<file path="config.mk">
export PLATFORM = sky130hd
export DESIGN_NAME = cat_text_stream_filter_top
export DESIGN_NICKNAME = d
export VERILOG_FILES = /design/src/sv/cat_tsf_pkg.sv /design/src/sv/cat_tsf_decide.sv /design/src/sv/cat_tsf_serial.sv /design/src/sv/cat_text_stream_filter_top.sv
export SDC_FILE = /design/constraint.sdc
export NUM_CORES = 1
export LEC_CHECK = 0
export BUFFER_PORTS_ARGS = -buffer_cell sky130_fd_sc_hd__buf_2
export CAP_MARGIN = 20
export CORE_AREA = 2 2 112 103
export DETAILED_ROUTE_END_ITERATION = 8
export DIE_AREA = 0 0 114 105
export GPL_TIMING_DRIVEN = 0
export PLACE_DENSITY = 0.74
export SLEW_MARGIN = 30
export SYNTH_ARGS = -nofsm -noshare
export SYNTH_HDL_FRONTEND = slang
export SYNTH_SLANG_ARGS = --single-unit
</file>
<file path="constraint.sdc">
create_clock -name aclk -period 4.7 [get_ports aclk]
set_clock_uncertainty 0.1 [all_clocks]
set_input_delay 0.94 -clock aclk [delete_from_list [all_inputs] [get_ports aclk]]
set_output_delay 0.94 -clock aclk [all_outputs]
set_load 0.03 [all_outputs]
</file>
<file path="src/sv/cat_tsf_pkg.sv">
// Shared types and constants for the cat-style text stream filter.
// No dependencies; imported by every module of the block.
package cat_tsf_pkg;

    localparam int NUMBER_DIGITS_DEF = 6;
    localparam int COUNT_DIGITS_MAX  = 6;
    localparam int CFG_INDEX_W       = 3;
    localparam int CFG_DATA_W        = 2;
    localparam int CHAR_MAX          = 4;

    localparam logic [7:0] CH_NL      = 8'h0A;
    localparam logic [7:0] CH_TAB     = 8'h09;
    localparam logic [7:0] CH_HIGH_NL = 8'h8A;
    localparam logic [7:0] CH_DEL     = 8'h7F;
    localparam logic [7:0] CH_CTRL_HI = 8'h1F;
    localparam logic [7:0] CH_META_LO = 8'h80;
    localparam logic [7:0] CH_META_HI = 8'h9F;
    localparam logic [7:0] CH_CARET   = 8'h5E;
    localparam logic [7:0] CH_QUEST   = 8'h3F;
    localparam logic [7:0] CH_M       = 8'h4D;
    localparam logic [7:0] CH_DASH    = 8'h2D;
    localparam logic [7:0] CH_DOLLAR  = 8'h24;
    localparam logic [7:0] CH_I       = 8'h49;
    localparam logic [7:0] CH_SPACE   = 8'h20;
    localparam logic [7:0] CH_ZERO    = 8'h30;
    localparam logic [7:0] CTRL_SHIFT = 8'h40;

    typedef enum logic [CFG_INDEX_W-1:0] {
        REG_NUMBER_MODE      = 3'd0,
        REG_SQUEEZE_BLANK    = 3'd1,
        REG_SHOW_NONPRINTING = 3'd2,
        REG_SHOW_ENDS        = 3'd3,
        REG_SHOW_TABS        = 3'd4
    } cfg_reg_t;

    localparam logic [1:0] MODE_NONE     = 2'd0;
    localparam logic [1:0] MODE_ALL      = 2'd1;
    localparam logic [1:0] MODE_NONBLANK = 2'd2;

    typedef struct packed {
        logic [1:0] number_mode;
        logic       squeeze_blank;
        logic       show_nonprinting;
        logic       show_ends;
        logic       show_tabs;
    } cfg_t;

    typedef struct packed {
        logic [7:0] in_byte;
        logic       file_start;
    } in_word_t;

    typedef struct packed {
        logic [7:0] out_byte;
        logic       last_of_run;
    } out_word_t;

    typedef struct packed {
        logic [CHAR_MAX-1:0][7:0] bytes;
        logic [2:0]               len;
    } char_part_t;

endpackage

</file>
<file path="src/sv/cat_tsf_decide.sv">
// Per-word decision stage: line state, BCD line counter and character rendering.
// Depends on cat_tsf_pkg.
module cat_tsf_decide
    import cat_tsf_pkg::*;
#(
    parameter int NUMBER_DIGITS = NUMBER_DIGITS_DEF,
    parameter int COUNT_DIGITS  = (NUMBER_DIGITS < COUNT_DIGITS_MAX) ? NUMBER_DIGITS
                                                                     : COUNT_DIGITS_MAX
) (
    input  logic                         aclk,
    input  logic                         aresetn,
    input  logic                         accept,
    input  in_word_t                     in_word,
    input  cfg_t                         cfg,
    output logic                         load,
    output logic                         num,
    output logic [COUNT_DIGITS-1:0][3:0] digits,
    output logic [COUNT_DIGITS-1:0]      nonblank,
    output char_part_t                   char_part
);

    logic [7:0]                   prev_byte_reg;
    logic                         blank_seen_reg;
    logic [COUNT_DIGITS-1:0][3:0] count_reg;
    logic [COUNT_DIGITS-1:0][3:0] count_next;
    logic [COUNT_DIGITS-1:0][3:0] count_cur;
    logic [7:0]                   prev_byte;
    logic [7:0]                   c;
    logic                         blank_seen;
    logic                         squeezed;
    logic                         starts;
    logic                         count_is_one;
    logic                         count_full;
    logic                         carry;
    logic                         any_high;

    assign c          = in_word.in_byte;
    assign prev_byte  = in_word.file_start ? 8'h00 : prev_byte_reg;
    assign blank_seen = in_word.file_start ? 1'b0  : blank_seen_reg;

    always_comb begin
        for (int i = 0; i < COUNT_DIGITS; i++) begin
            count_cur[i] = in_word.file_start ? ((i == 0) ? 4'd1 : 4'd0) : count_reg[i];
        end
    end

    always_comb begin
        count_is_one = 1'b1;
        count_full   = 1'b1;
        carry        = 1'b1;
        any_high     = 1'b0;
        for (int i = 0; i < COUNT_DIGITS; i++) begin
            count_is_one = count_is_one && (count_cur[i] == ((i == 0) ? 4'd1 : 4'd0));
            count_full   = count_full && (count_cur[i] == 4'd9);
            if (carry && count_cur[i] == 4'd9) begin
                count_next[i] = 4'd0;
            end else begin
                count_next[i] = carry ? count_cur[i] + 4'd1 : count_cur[i];
                carry         = 1'b0;
            end
        end
        for (int i = COUNT_DIGITS - 1; i >= 0; i--) begin
            any_high    = any_high || (count_cur[i] != 4'd0);
            nonblank[i] = any_high || (i == 0);
        end
    end

    assign squeezed = cfg.squeeze_blank && prev_byte == CH_NL && c == CH_NL && blank_seen;
    assign starts   = count_is_one || prev_byte == CH_NL
                   || (cfg.show_nonprinting && c != CH_NL && c != CH_HIGH_NL
                       && prev_byte == CH_HIGH_NL);

    always_comb begin
        case (cfg.number_mode)
            MODE_ALL:      num = starts;
            MODE_NONBLANK: num = starts && c != CH_NL;
            default:       num = 1'b0;
        endcase
    end

    assign load   = accept && !squeezed;
    assign digits = count_cur;

    always_comb begin
        char_part.bytes = '0;
        char_part.len   = 3'd1;
        char_part.bytes[0] = c;
        if (cfg.show_nonprinting && c != CH_NL && c != CH_TAB) begin
            if (c >= CH_META_LO && c <= CH_META_HI) begin
                char_part.bytes[0] = CH_M;
                char_part.bytes[1] = CH_DASH;
                char_part.bytes[2] = CH_CARET;
                char_part.bytes[3] = c - CTRL_SHIFT;
                char_part.len      = 3'd4;
            end else if (c <= CH_CTRL_HI) begin
                char_part.bytes[0] = CH_CARET;
                char_part.bytes[1] = c + CTRL_SHIFT;
                char_part.len      = 3'd2;
            end else if (c == CH_DEL) begin
                char_part.bytes[0] = CH_CARET;
                char_part.bytes[1] = CH_QUEST;
                char_part.len      = 3'd2;
            end
        end else if (cfg.show_ends && c == CH_NL) begin
            char_part.bytes[0] = CH_DOLLAR;
            char_part.bytes[1] = CH_NL;
            char_part.len      = 3'd2;
        end else if (cfg.show_tabs && c == CH_TAB) begin
            char_part.bytes[0] = CH_CARET;
            char_part.bytes[1] = CH_I;
            char_part.len      = 3'd2;
        end
    end

    always_ff @(posedge aclk) begin
        if (!aresetn) begin
            prev_byte_reg  <= 8'h00;
            blank_seen_reg <= 1'b0;
            for (int i = 0; i < COUNT_DIGITS; i++) begin
                count_reg[i] <= (i == 0) ? 4'd1 : 4'd0;
            end
        end else if (load) begin
            prev_byte_reg  <= c;
            blank_seen_reg <= (prev_byte == CH_NL) && (c == CH_NL);
            count_reg      <= (num && !count_full) ? count_next : count_cur;
        end
    end

    generate
        for (genvar g = 0; g < COUNT_DIGITS; g++) begin : g_digit_chk
            a_bcd_digit: assert property (@(posedge aclk) disable iff (!aresetn)
                count_reg[g] <= 4'd9)
                else $error("line counter digit left decimal range");
        end
    endgenerate

    a_squeeze_holds: assert property (@(posedge aclk) disable iff (!aresetn)
        (accept && squeezed) |=> $stable(prev_byte_reg) && $stable(blank_seen_reg))
        else $error("dropped newline changed line state");

endmodule

</file>
<file path="src/sv/cat_tsf_serial.sv">
// Descriptor register and byte serializer that expands one word into output bytes.
// Depends on cat_tsf_pkg.
module cat_tsf_serial
    import cat_tsf_pkg::*;
#(
    parameter int NUMBER_DIGITS = NUMBER_DIGITS_DEF,
    parameter int COUNT_DIGITS  = (NUMBER_DIGITS < COUNT_DIGITS_MAX) ? NUMBER_DIGITS
                                                                     : COUNT_DIGITS_MAX
) (
    input  logic                         aclk,
    input  logic                         aresetn,
    input  logic                         load,
    input  logic                         num,
    input  logic [COUNT_DIGITS-1:0][3:0] digits,
    input  logic [COUNT_DIGITS-1:0]      nonblank,
    input  char_part_t                   char_part,
    output logic                         free,
    output logic                         m_valid,
    input  logic                         m_ready,
    output out_word_t                    m_data
);

    localparam int PW = $clog2(NUMBER_DIGITS + CHAR_MAX + 2);

    logic                         valid_reg;
    logic                         num_reg;
    logic [COUNT_DIGITS-1:0][3:0] digits_reg;
    logic [COUNT_DIGITS-1:0]      nonblank_reg;
    char_part_t                   char_reg;
    logic [PW-1:0]                pos_reg;
    logic [PW-1:0]                num_len;
    logic [PW-1:0]                total;
    logic [PW-1:0]                col_idx;
    logic [PW-1:0]                char_pos;
    logic                         last;
    logic                         pop;
    logic [7:0]                   out_byte;

    assign num_len  = num_reg ? PW'(NUMBER_DIGITS + 1) : '0;
    assign total    = num_len + PW'(char_reg.len);
    assign last     = (pos_reg == total - PW'(1));
    assign pop      = valid_reg && m_ready;
    assign free     = !valid_reg || (pop && last);
    assign col_idx  = PW'(NUMBER_DIGITS - 1) - pos_reg;
    assign char_pos = pos_reg - num_len;

    always_comb begin
        out_byte = char_reg.bytes[char_pos[1:0]];
        if (num_reg && pos_reg < PW'(NUMBER_DIGITS)) begin
            out_byte = CH_SPACE;
            for (int i = 0; i < COUNT_DIGITS; i++) begin
                if (col_idx == PW'(i) && nonblank_reg[i]) begin
                    out_byte = CH_ZERO | {4'h0, digits_reg[i]};
                end
            end
        end else if (num_reg && pos_reg == PW'(NUMBER_DIGITS)) begin
            out_byte = CH_TAB;
        end
    end

    assign m_valid            = valid_reg;
    assign m_data.out_byte    = out_byte;
    assign m_data.last_of_run = last;

    always_ff @(posedge aclk) begin
        if (!aresetn) begin
            valid_reg <= 1'b0;
            pos_reg   <= '0;
        end else if (load) begin
            valid_reg <= 1'b1;
            pos_reg   <= '0;
        end else if (pop) begin
            valid_reg <= !last;
            pos_reg   <= last ? '0 : pos_reg + PW'(1);
        end
    end

    always_ff @(posedge aclk) begin
        if (load) begin
            num_reg      <= num;
            digits_reg   <= digits;
            nonblank_reg <= nonblank;
            char_reg     <= char_part;
        end
    end

    a_pos_in_range: assert property (@(posedge aclk) disable iff (!aresetn)
        valid_reg |-> pos_reg < total)
        else $error("serializer position ran past the end of the word");

    a_load_when_free: assert property (@(posedge aclk) disable iff (!aresetn)
        load |-> free)
        else $error("descriptor loaded while previous word still pending");

    a_run_continues: assert property (@(posedge aclk) disable iff (!aresetn)
        (pop && !last) |=> valid_reg && pos_reg == $past(pos_reg) + PW'(1))
        else $error("serializer lost a byte inside a run");

    a_char_len: assert property (@(posedge aclk) disable iff (!aresetn)
        valid_reg |-> (char_reg.len >= 3'd1 && char_reg.len <= 3'd4))
        else $error("rendered character length out of range");

endmodule

</file>
<file path="src/sv/cat_text_stream_filter_top.sv">
// Latency: a loaded word's first output byte is valid the cycle after the word is accepted.
// Throughput: a word holds the serializer until its final byte is taken, and a squeezed
// newline never enters it; single-byte words stream at one per cycle while m_ready is high.
// The next word is accepted in the cycle the previous word's final byte is taken.
// Reset (aresetn low, synchronous) clears the configuration and line-state registers to
// zero, sets the line counter to one and empties the serializer.
module cat_text_stream_filter_top
    import cat_tsf_pkg::*;
#(
    parameter int NUMBER_DIGITS = NUMBER_DIGITS_DEF
) (
    input  logic                   aclk,
    input  logic                   aresetn,
    input  logic                   s_valid,
    output logic                   s_ready,
    input  in_word_t               s_data,
    output logic                   m_valid,
    input  logic                   m_ready,
    output out_word_t              m_data,
    input  logic                   cfg_wr_en,
    input  logic [CFG_INDEX_W-1:0] cfg_index,
    input  logic [CFG_DATA_W-1:0]  cfg_wdata
);

    localparam int COUNT_DIGITS = (NUMBER_DIGITS < COUNT_DIGITS_MAX) ? NUMBER_DIGITS
                                                                     : COUNT_DIGITS_MAX;

    cfg_t                         cfg_reg;
    logic                         accept;
    logic                         load;
    logic                         num;
    logic [COUNT_DIGITS-1:0][3:0] digits;
    logic [COUNT_DIGITS-1:0]      nonblank;
    char_part_t                   char_part;
    logic                         free;

    always_ff @(posedge aclk) begin
        if (!aresetn) begin
            cfg_reg <= '0;
        end else if (cfg_wr_en) begin
            unique case (cfg_index)
                REG_NUMBER_MODE:      cfg_reg.number_mode      <= cfg_wdata;
                REG_SQUEEZE_BLANK:    cfg_reg.squeeze_blank    <= cfg_wdata[0];
                REG_SHOW_NONPRINTING: cfg_reg.show_nonprinting <= cfg_wdata[0];
                REG_SHOW_ENDS:        cfg_reg.show_ends        <= cfg_wdata[0];
                REG_SHOW_TABS:        cfg_reg.show_tabs        <= cfg_wdata[0];
                default: begin
                end
            endcase
        end
    end

    assign s_ready = free;
    assign accept  = s_valid && s_ready;

    cat_tsf_decide #(
        .NUMBER_DIGITS (NUMBER_DIGITS),
        .COUNT_DIGITS  (COUNT_DIGITS)
    ) u_decide (
        .aclk      (aclk),
        .aresetn   (aresetn),
        .accept    (accept),
        .in_word   (s_data),
        .cfg       (cfg_reg),
        .load      (load),
        .num       (num),
        .digits    (digits),
        .nonblank  (nonblank),
        .char_part (char_part)
    );

    cat_tsf_serial #(
        .NUMBER_DIGITS (NUMBER_DIGITS),
        .COUNT_DIGITS  (COUNT_DIGITS)
    ) u_serial (
        .aclk      (aclk),
        .aresetn   (aresetn),
        .load      (load),
        .num       (num),
        .digits    (digits),
        .nonblank  (nonblank),
        .char_part (char_part),
        .free      (free),
        .m_valid   (m_valid),
        .m_ready   (m_ready),
        .m_data    (m_data)
    );

endmodule
</file>
==> flow_metrics.py, run 1 <==
metrics = {
    "yosys": {
        "synth_cell_type_count": 75,
        "synth_edf_count": 57,
        "seq_area_frac_synth_pct": 43.95,
        "async_reset_ff_share_pct": 0,
        "synth_top_area_share_pct": 29.02,
        "syn-num-nets": 665,
        "syn_avg_cell_area_um2": 9.638,
        "yosys.area.top_type": "edfxtp_1",
        "synth.area.top_cells": "edfxtp_1 29%, dfxtp_1 15%, ha_1 7.0%",
        "yosysWarnings": 0,
        "synth_common_cells": "69 x nand2_1, 57 x edfxtp_1, 45 x nor2_1",
        "ys.flop_type": "edfxtp_1",
        "yosysMostFrequentCell": "nand2_1",
        "synthesis.area_mm2": 0.005898,
        "netlist_instances": 612,
        "synth_seq_cells": 101,
    },
    "sta": {
        "worst_pin_slew_ps": 868.5,
        "fin_crit_sh_pct": 93.03,
        "holdWs_ps": 354.0,
        "finalSetupViolations": 0,
        "drv_slew": 0,
        "relSlewSlack_pct": 42.10,
        "timing.fmax_mhz": 228.7,
        "period_needed_ps": 4372,
        "rsz0062_at_grt": "no",
        "hold_viol": 0,
        "tns_ps": 0,
    },
    "floorplan": {
        "die_h_um": 105,
        "start_util_pct": 55.02,
        "ioPinCount": 30,
        "core_area_mm2": 0.01072,
        "die_w_um": 114,
        "rows": 36,
        "dieArea_mm2": 0.01197,
    },
    "worst_setup_path": {
        "cp.required_ps": 4870,
        "r2r-end": "u_decide.prev_byte_reg[7]",
        "setup.worst_path.class": "in -> reg",
        "worstRegToRegCells": 17,
        "worstPathMaxFanout": 10,
        "arrival_ps": 4540,
        "reg2reg_slack_ps": 640,
        "endpoint_kind": "flop",
        "rr_startpoint": "u_serial.num_reg",
        "cp-start-kind": "primary input",
    },
    "finish": {
        "drive_above_1_share_pct": 12.20,
        "syn2layout_area_growth_pct": 10.80,
        "largest_reg_flops": 27,
        "antennaDiodeCount": 0,
        "nets": 704,
    },
    "pwr": {
        "vdd_ir_drop_max_v": 0.0002610,
        "p_int_uw": 1423,
        "comb_power_share_pct": 12.3,
        "power_density_mw_per_mm2": 299.2,
        "seq_power_share_pct": 50.0,
        "p_leak_uw": 0.002495,
        "clkPwrFrac_pct": 37.7,
        "swShare_pct": 27.24,
        "power_uw": 1956,
        "p_switching_uw": 532.7,
    },
    "clocking": {
        "clockBufferDepth": 2,
        "ctsHoldBuffers": 0,
        "worstSkewPairLatency_ps": 360,
        "tritoncts": "built",
        "post_cts_resized": 0,
        "htree_levels": 3,
        "cts_made_buffers": 9,
        "cts_sinks": 101,
        "post-cts-setup-buffers": 0,
        "clkSlewWorstSetupHoldPaths_ps": 70,
        "clockRootBuffer": "clkbuf_16",
    },
    "detailed_routing": {
        "drt_iter0_markers": 497,
        "wl_per_cell_um": 18.76,
        "viasPerCell": 6.276,
        "finalWirelength_um": 14800,
        "firstDrtPassIters": 6,
        "drc_errors": 0,
        "vias": 4952,
        "ant_nets": 0,
    },
    "worst_hold_path": {
        "hold_depth": 2,
        "holdPathEnd": "u_decide.prev_byte_reg[1]",
        "hp-class": "reg -> reg",
        "hp-start": "u_decide.prev_byte_reg[1]",
    },
    "grt": {
        "grt_pass1_wl_um": 24250,
        "grt_max_degree": 54,
        "grt_pass1_vias": 4763,
        "grt_overflow_total": 0,
        "grt_util_all_layers_pct": 25.93,
        "grt_antenna_before_repair": 0,
    },
    "run": {
        "maxCapViolCount": 0,
    },
    "placed_design": {
        "hpwl_um": 10740,
        "place_congestion": 0.9440,
        "portBuffers": 27,
    },
    "status": {
        "status": "finished, final reports clean",
    },
}
-- logic make-up (layout without fill, tap and decap cells) --
group	after synthesis	in the layout	synth area share [%]
compound gates	146	146	16.95
xor+xnor	9	9	1.570
fa+ha+maj	34	34	7.340
buf+inv	63	107	4.306
flops	101	101	43.95
mux	15	15	3.606
simple gates	244	244	22.27
-- critical path, stage by stage --
cell and delay [ps]:
buf_2 130, buf_4 200, clkinv_1 370, clkbuf_1 380, nand2_1 170, ha_1 240
and3_1 190, nand4_2 230, nor4_4 710, o211ai_2 290, or4b_1 580, o221ai_1 90
-- worst max path at each step --
stage / from / endpoint / depth (start not counted)
2_1_floorplan: u_serial.num_reg / u_decide.count_reg[10] / 15
3_3_place_gp: u_serial.num_reg / u_decide.prev_byte_reg[7] / 16
3_5_place_dp: s_data[0] / u_decide.count_reg[8] / 12
4_1_cts: u_serial.pos_reg[0] / m_data[2] / 9
5_1_grt: u_serial.pos_reg[0] / m_data[2] / 9
6_report: s_data[0] / u_decide.count_reg[8] / 12
-- power by group through the flow --
| stage | registers [µW] | clock network [µW] | logic [µW] |
|---|---|---|---|
| after floorplan | 996 | 0 | 160 |
| after global placement | 999 | 0 | 227 |
| after detailed placement | 999 | 0 | 238 |
| after CTS | 978 | 755 | 240 |
| after global routing | 982 | 789 | 262 |
| final | 978 | 737 | 240 |
-- through the flow --
step	instance area, µm²	std cells	util [%]	setup WS [ps]
after floorplan	5899	612	-	870.9
after global placement	6201	772	57.84	105.8
after detailed placement	6238	773	58.19	131.7
after CTS	6535	789	60.96	273.1
after global routing	6535	789	60.96	129.1
final	6535	789	60.96	327.7
-- routing by layer --
layer	vias to the layer above	global-route usage, %	routed length, µm
li1	2351	-	-
met1	2354	35.79	6497
met2	222	38.35	6601
met3	25	8.817	1404
met4	0	8.188	297
met5	-	0	0
-- cells in the final DEF (no fill, tap or decap), types with 7 or more instances in the layout --
cell type / count
nor3_1: 12
dfxtp_1: 44
nand2_1: 69
mux2i_1: 10
nor2_1: 45
a21o_1: 7
inv_1: 37
o31ai_1: 7
clkbuf_1: 10
clkbuf_16: 9
o211ai_1: 12
buf_2: 32
nor2b_1: 18
or4_1: 8
a21oi_1: 33
ha_1: 33
nand3_1: 29
o21ai_0: 25
a22oi_1: 9
nand4_1: 8
a31oi_1: 10
edfxtp_1: 57
-- final cells by class --
cell class,count,area (µm²)
Inverter,41,153.9
Fill cell,928,4185
Sequential cell,101,2592
Buffer,22,103.9
Tap cell,133,166.4
Multi-Input combinational cell,448,3059
Clock inverter,7,71.32
Clock buffer,9,225.2
Timing Repair Buffer,28,162.7
Note: power is estimated with default switching activity, not from simulation.
==> run 2, diff against run 1 <==
--- a/config.mk
+++ b/config.mk
@@ -7,9 +7,11 @@
 export LEC_CHECK = 0
 export BUFFER_PORTS_ARGS = -buffer_cell sky130_fd_sc_hd__buf_2
 export CAP_MARGIN = 20
-export CORE_AREA = 2 2 112 103
+export CELL_PAD_IN_SITES_DETAIL_PLACEMENT = 1
+export CELL_PAD_IN_SITES_GLOBAL_PLACEMENT = 2
+export CORE_AREA = 2 2 138 127
 export DETAILED_ROUTE_END_ITERATION = 8
-export DIE_AREA = 0 0 114 105
+export DIE_AREA = 0 0 140 129
 export GPL_TIMING_DRIVEN = 0
 export PLACE_DENSITY = 0.74
 export SLEW_MARGIN = 30
==> constraint.sdc (replaced) <==
create_clock -name aclk -period 4.7 [get_ports aclk]
set_clock_uncertainty 0.1 [all_clocks]
set_input_delay 0.47 -clock aclk [delete_from_list [all_inputs] [get_ports aclk]]
set_output_delay 0.47 -clock aclk [all_outputs]
set_load 0.03 [all_outputs]
==> flow_metrics.py, run 2 (synthesis results as in run 1) <==
metrics = {
    "detailed_routing": {
        "firstDrtPassIters": 7,
        "ant_nets": 0,
        "drc_errors": 0,
        "viasPerCell": 5.725,
        "finalWirelength_um": 17650,
        "drt_iter0_markers": 247,
        "vias": 4964,
        "wl_per_cell_um": 20.36,
    },
    "worst_setup_path": {
        "worstPathMaxFanout": 50,
        "reg2reg_slack_ps": 500,
        "setup.worst_path.class": "reg -> reg",
        "cp-start-kind": "flop",
        "arrival_ps": 4320,
        "cp.required_ps": 4820,
        "endpoint_kind": "flop",
    },
    "finish": {
        "stdcell_area_mm2": 0.006641,
        "antennaDiodeCount": 0,
        "largest_reg_flops": 27,
        "drive_above_1_share_pct": 12.04,
        "final-seq-area_mm2": 0.002592,
        "nFillCells": 1901,
        "final_cell_mix": "69 x nand2_1, 57 x edfxtp_1, 45 x nor2_1, 44 x dfxtp_1, 37 x inv_1",
        "final_util_pct": 39.98,
        "nets": 704,
        "layout.cells.non_filler": 867,
        "layout_commonest_cell": "nand2_1",
        "syn2layout_area_growth_pct": 12.60,
        "multi_input_area_mm2": 0.003059,
    },
    "clocking": {
        "clockBufferDepth": 2,
        "post-cts-setup-buffers": 0,
        "post_cts_resized": 0,
        "clockRootBuffer": "clkbuf_16",
        "cts_made_buffers": 9,
        "tritoncts": "built",
        "worstSkewPairLatency_ps": 350,
        "ctsHoldBuffers": 0,
        "cts_sinks": 101,
        "clkSlewWorstSetupHoldPaths_ps": 70,
        "htree_levels": 3,
    },
    "placed_design": {
        "hpwl_um": 13170,
        "postPlaceCellArea_mm2": 0.006336,
        "portBuffers": 27,
        "dp_cells": 851,
        "place_congestion": 0.8702,
    },
    "floorplan": {
        "die_w_um": 140,
        "die_h_um": 129,
        "ioPinCount": 30,
        "rows": 45,
        "core_area_mm2": 0.01661,
        "start_util_pct": 35.51,
        "dieArea_mm2": 0.01806,
    },
    "pwr": {
        "power_uw": 2019,
        "power_density_mw_per_mm2": 303.9,
        "vdd_ir_drop_max_v": 0.0001579,
        "p_leak_uw": 0.002499,
    },
    "run": {
        "maxCapViolCount": 0,
    },
    "sta": {
        "relSlewSlack_pct": 40.09,
        "timing.fmax_mhz": 237.9,
        "period_needed_ps": 4203,
        "hold_viol": 0,
        "rsz0062_at_grt": "no",
        "drv_slew": 0,
        "finalSetupViolations": 0,
        "holdWs_ps": 266.8,
        "fin_crit_sh_pct": 89.42,
        "worst_pin_slew_ps": 898.7,
    },
    "grt": {
        "grt_pass1_vias": 5076,
        "grt_antenna_before_repair": 0,
        "grt_max_degree": 51,
        "grt_util_all_layers_pct": 20.46,
        "grt_pass1_wl_um": 28620,
        "grt_overflow_total": 0,
    },
    "worst_hold_path": {
        "hp-class": "in -> reg",
    },
    "status": {
        "status": "finished, final reports clean",
    },
}
run 2: changes by cell type in the layout (fill, tap and decap cells not counted), sizes merged:
| cell | delta |
|---|---|
| bufinv | +1 |
| clkinv | -1 |
| clkbuf | +1 |
| inv | -1 |
run 2: area by class of cell:
cell class              instances  area share (%)
flip-flops and latches        101           39.04
well taps                     211           3.975
repair buffers                 28           2.449
inverters                      41           2.317
clock inverters                 6           1.149
multi-input cells             448           46.06
clock buffers                  10           3.448
plain buffers                  22           1.564
run 2: worst paths after layout:
check | from | endpoint | cells after the start
worst max-delay path | u_serial.num_reg | u_decide.prev_byte_reg[7] | 17
worst min-delay path | cfg_wdata[1] | cfg_reg[5] | 3
worst max register to register | u_serial.num_reg | u_decide.prev_byte_reg[7] | 17
worst min register to register | u_decide.prev_byte_reg[0] | u_decide.prev_byte_reg[0] | 2
run 2: report_power, final:
part	total [µW]	internal (µW)	switching, µW	leakage, µW
logic	247	81.9	165	0.00143
registers	980	965	15.2	0.000915
clock network	792	425	367	0.000150
total	2020	1470	547	0.00250
run 2: worst max-delay path, stage by stage (launching register included):
cell and delay, ps:
edfxtp_1 420, inv_1 100, ha_1 280, inv_1 40, ha_1 200, fa_1 390
xnor3_1 350, nand4_1 130, inv_2 80, a21boi_2 460, inv_2 150, nand2_1 250
buf_4 250, inv_2 110, clkbuf_4 270, buf_16 250, nand2_1 130, a21oi_1 60
run 2: per-layer routing:
metal	up-vias	global-route usage (%)	routed length, µm
li1	2348	-	-
met1	2489	29.09	8759
met2	107	32.19	7979
met3	20	3.833	662
met4	0	5.585	252
met5	-	0	0
run 2: stage by stage:
step,TNS (ps),setup WS (ps)
detailed placement,0,387.4
finish,0,497.3
global placement,-3562,-90.30
floorplan,0,870.9
global route,0,307.1
CTS,0,521.0
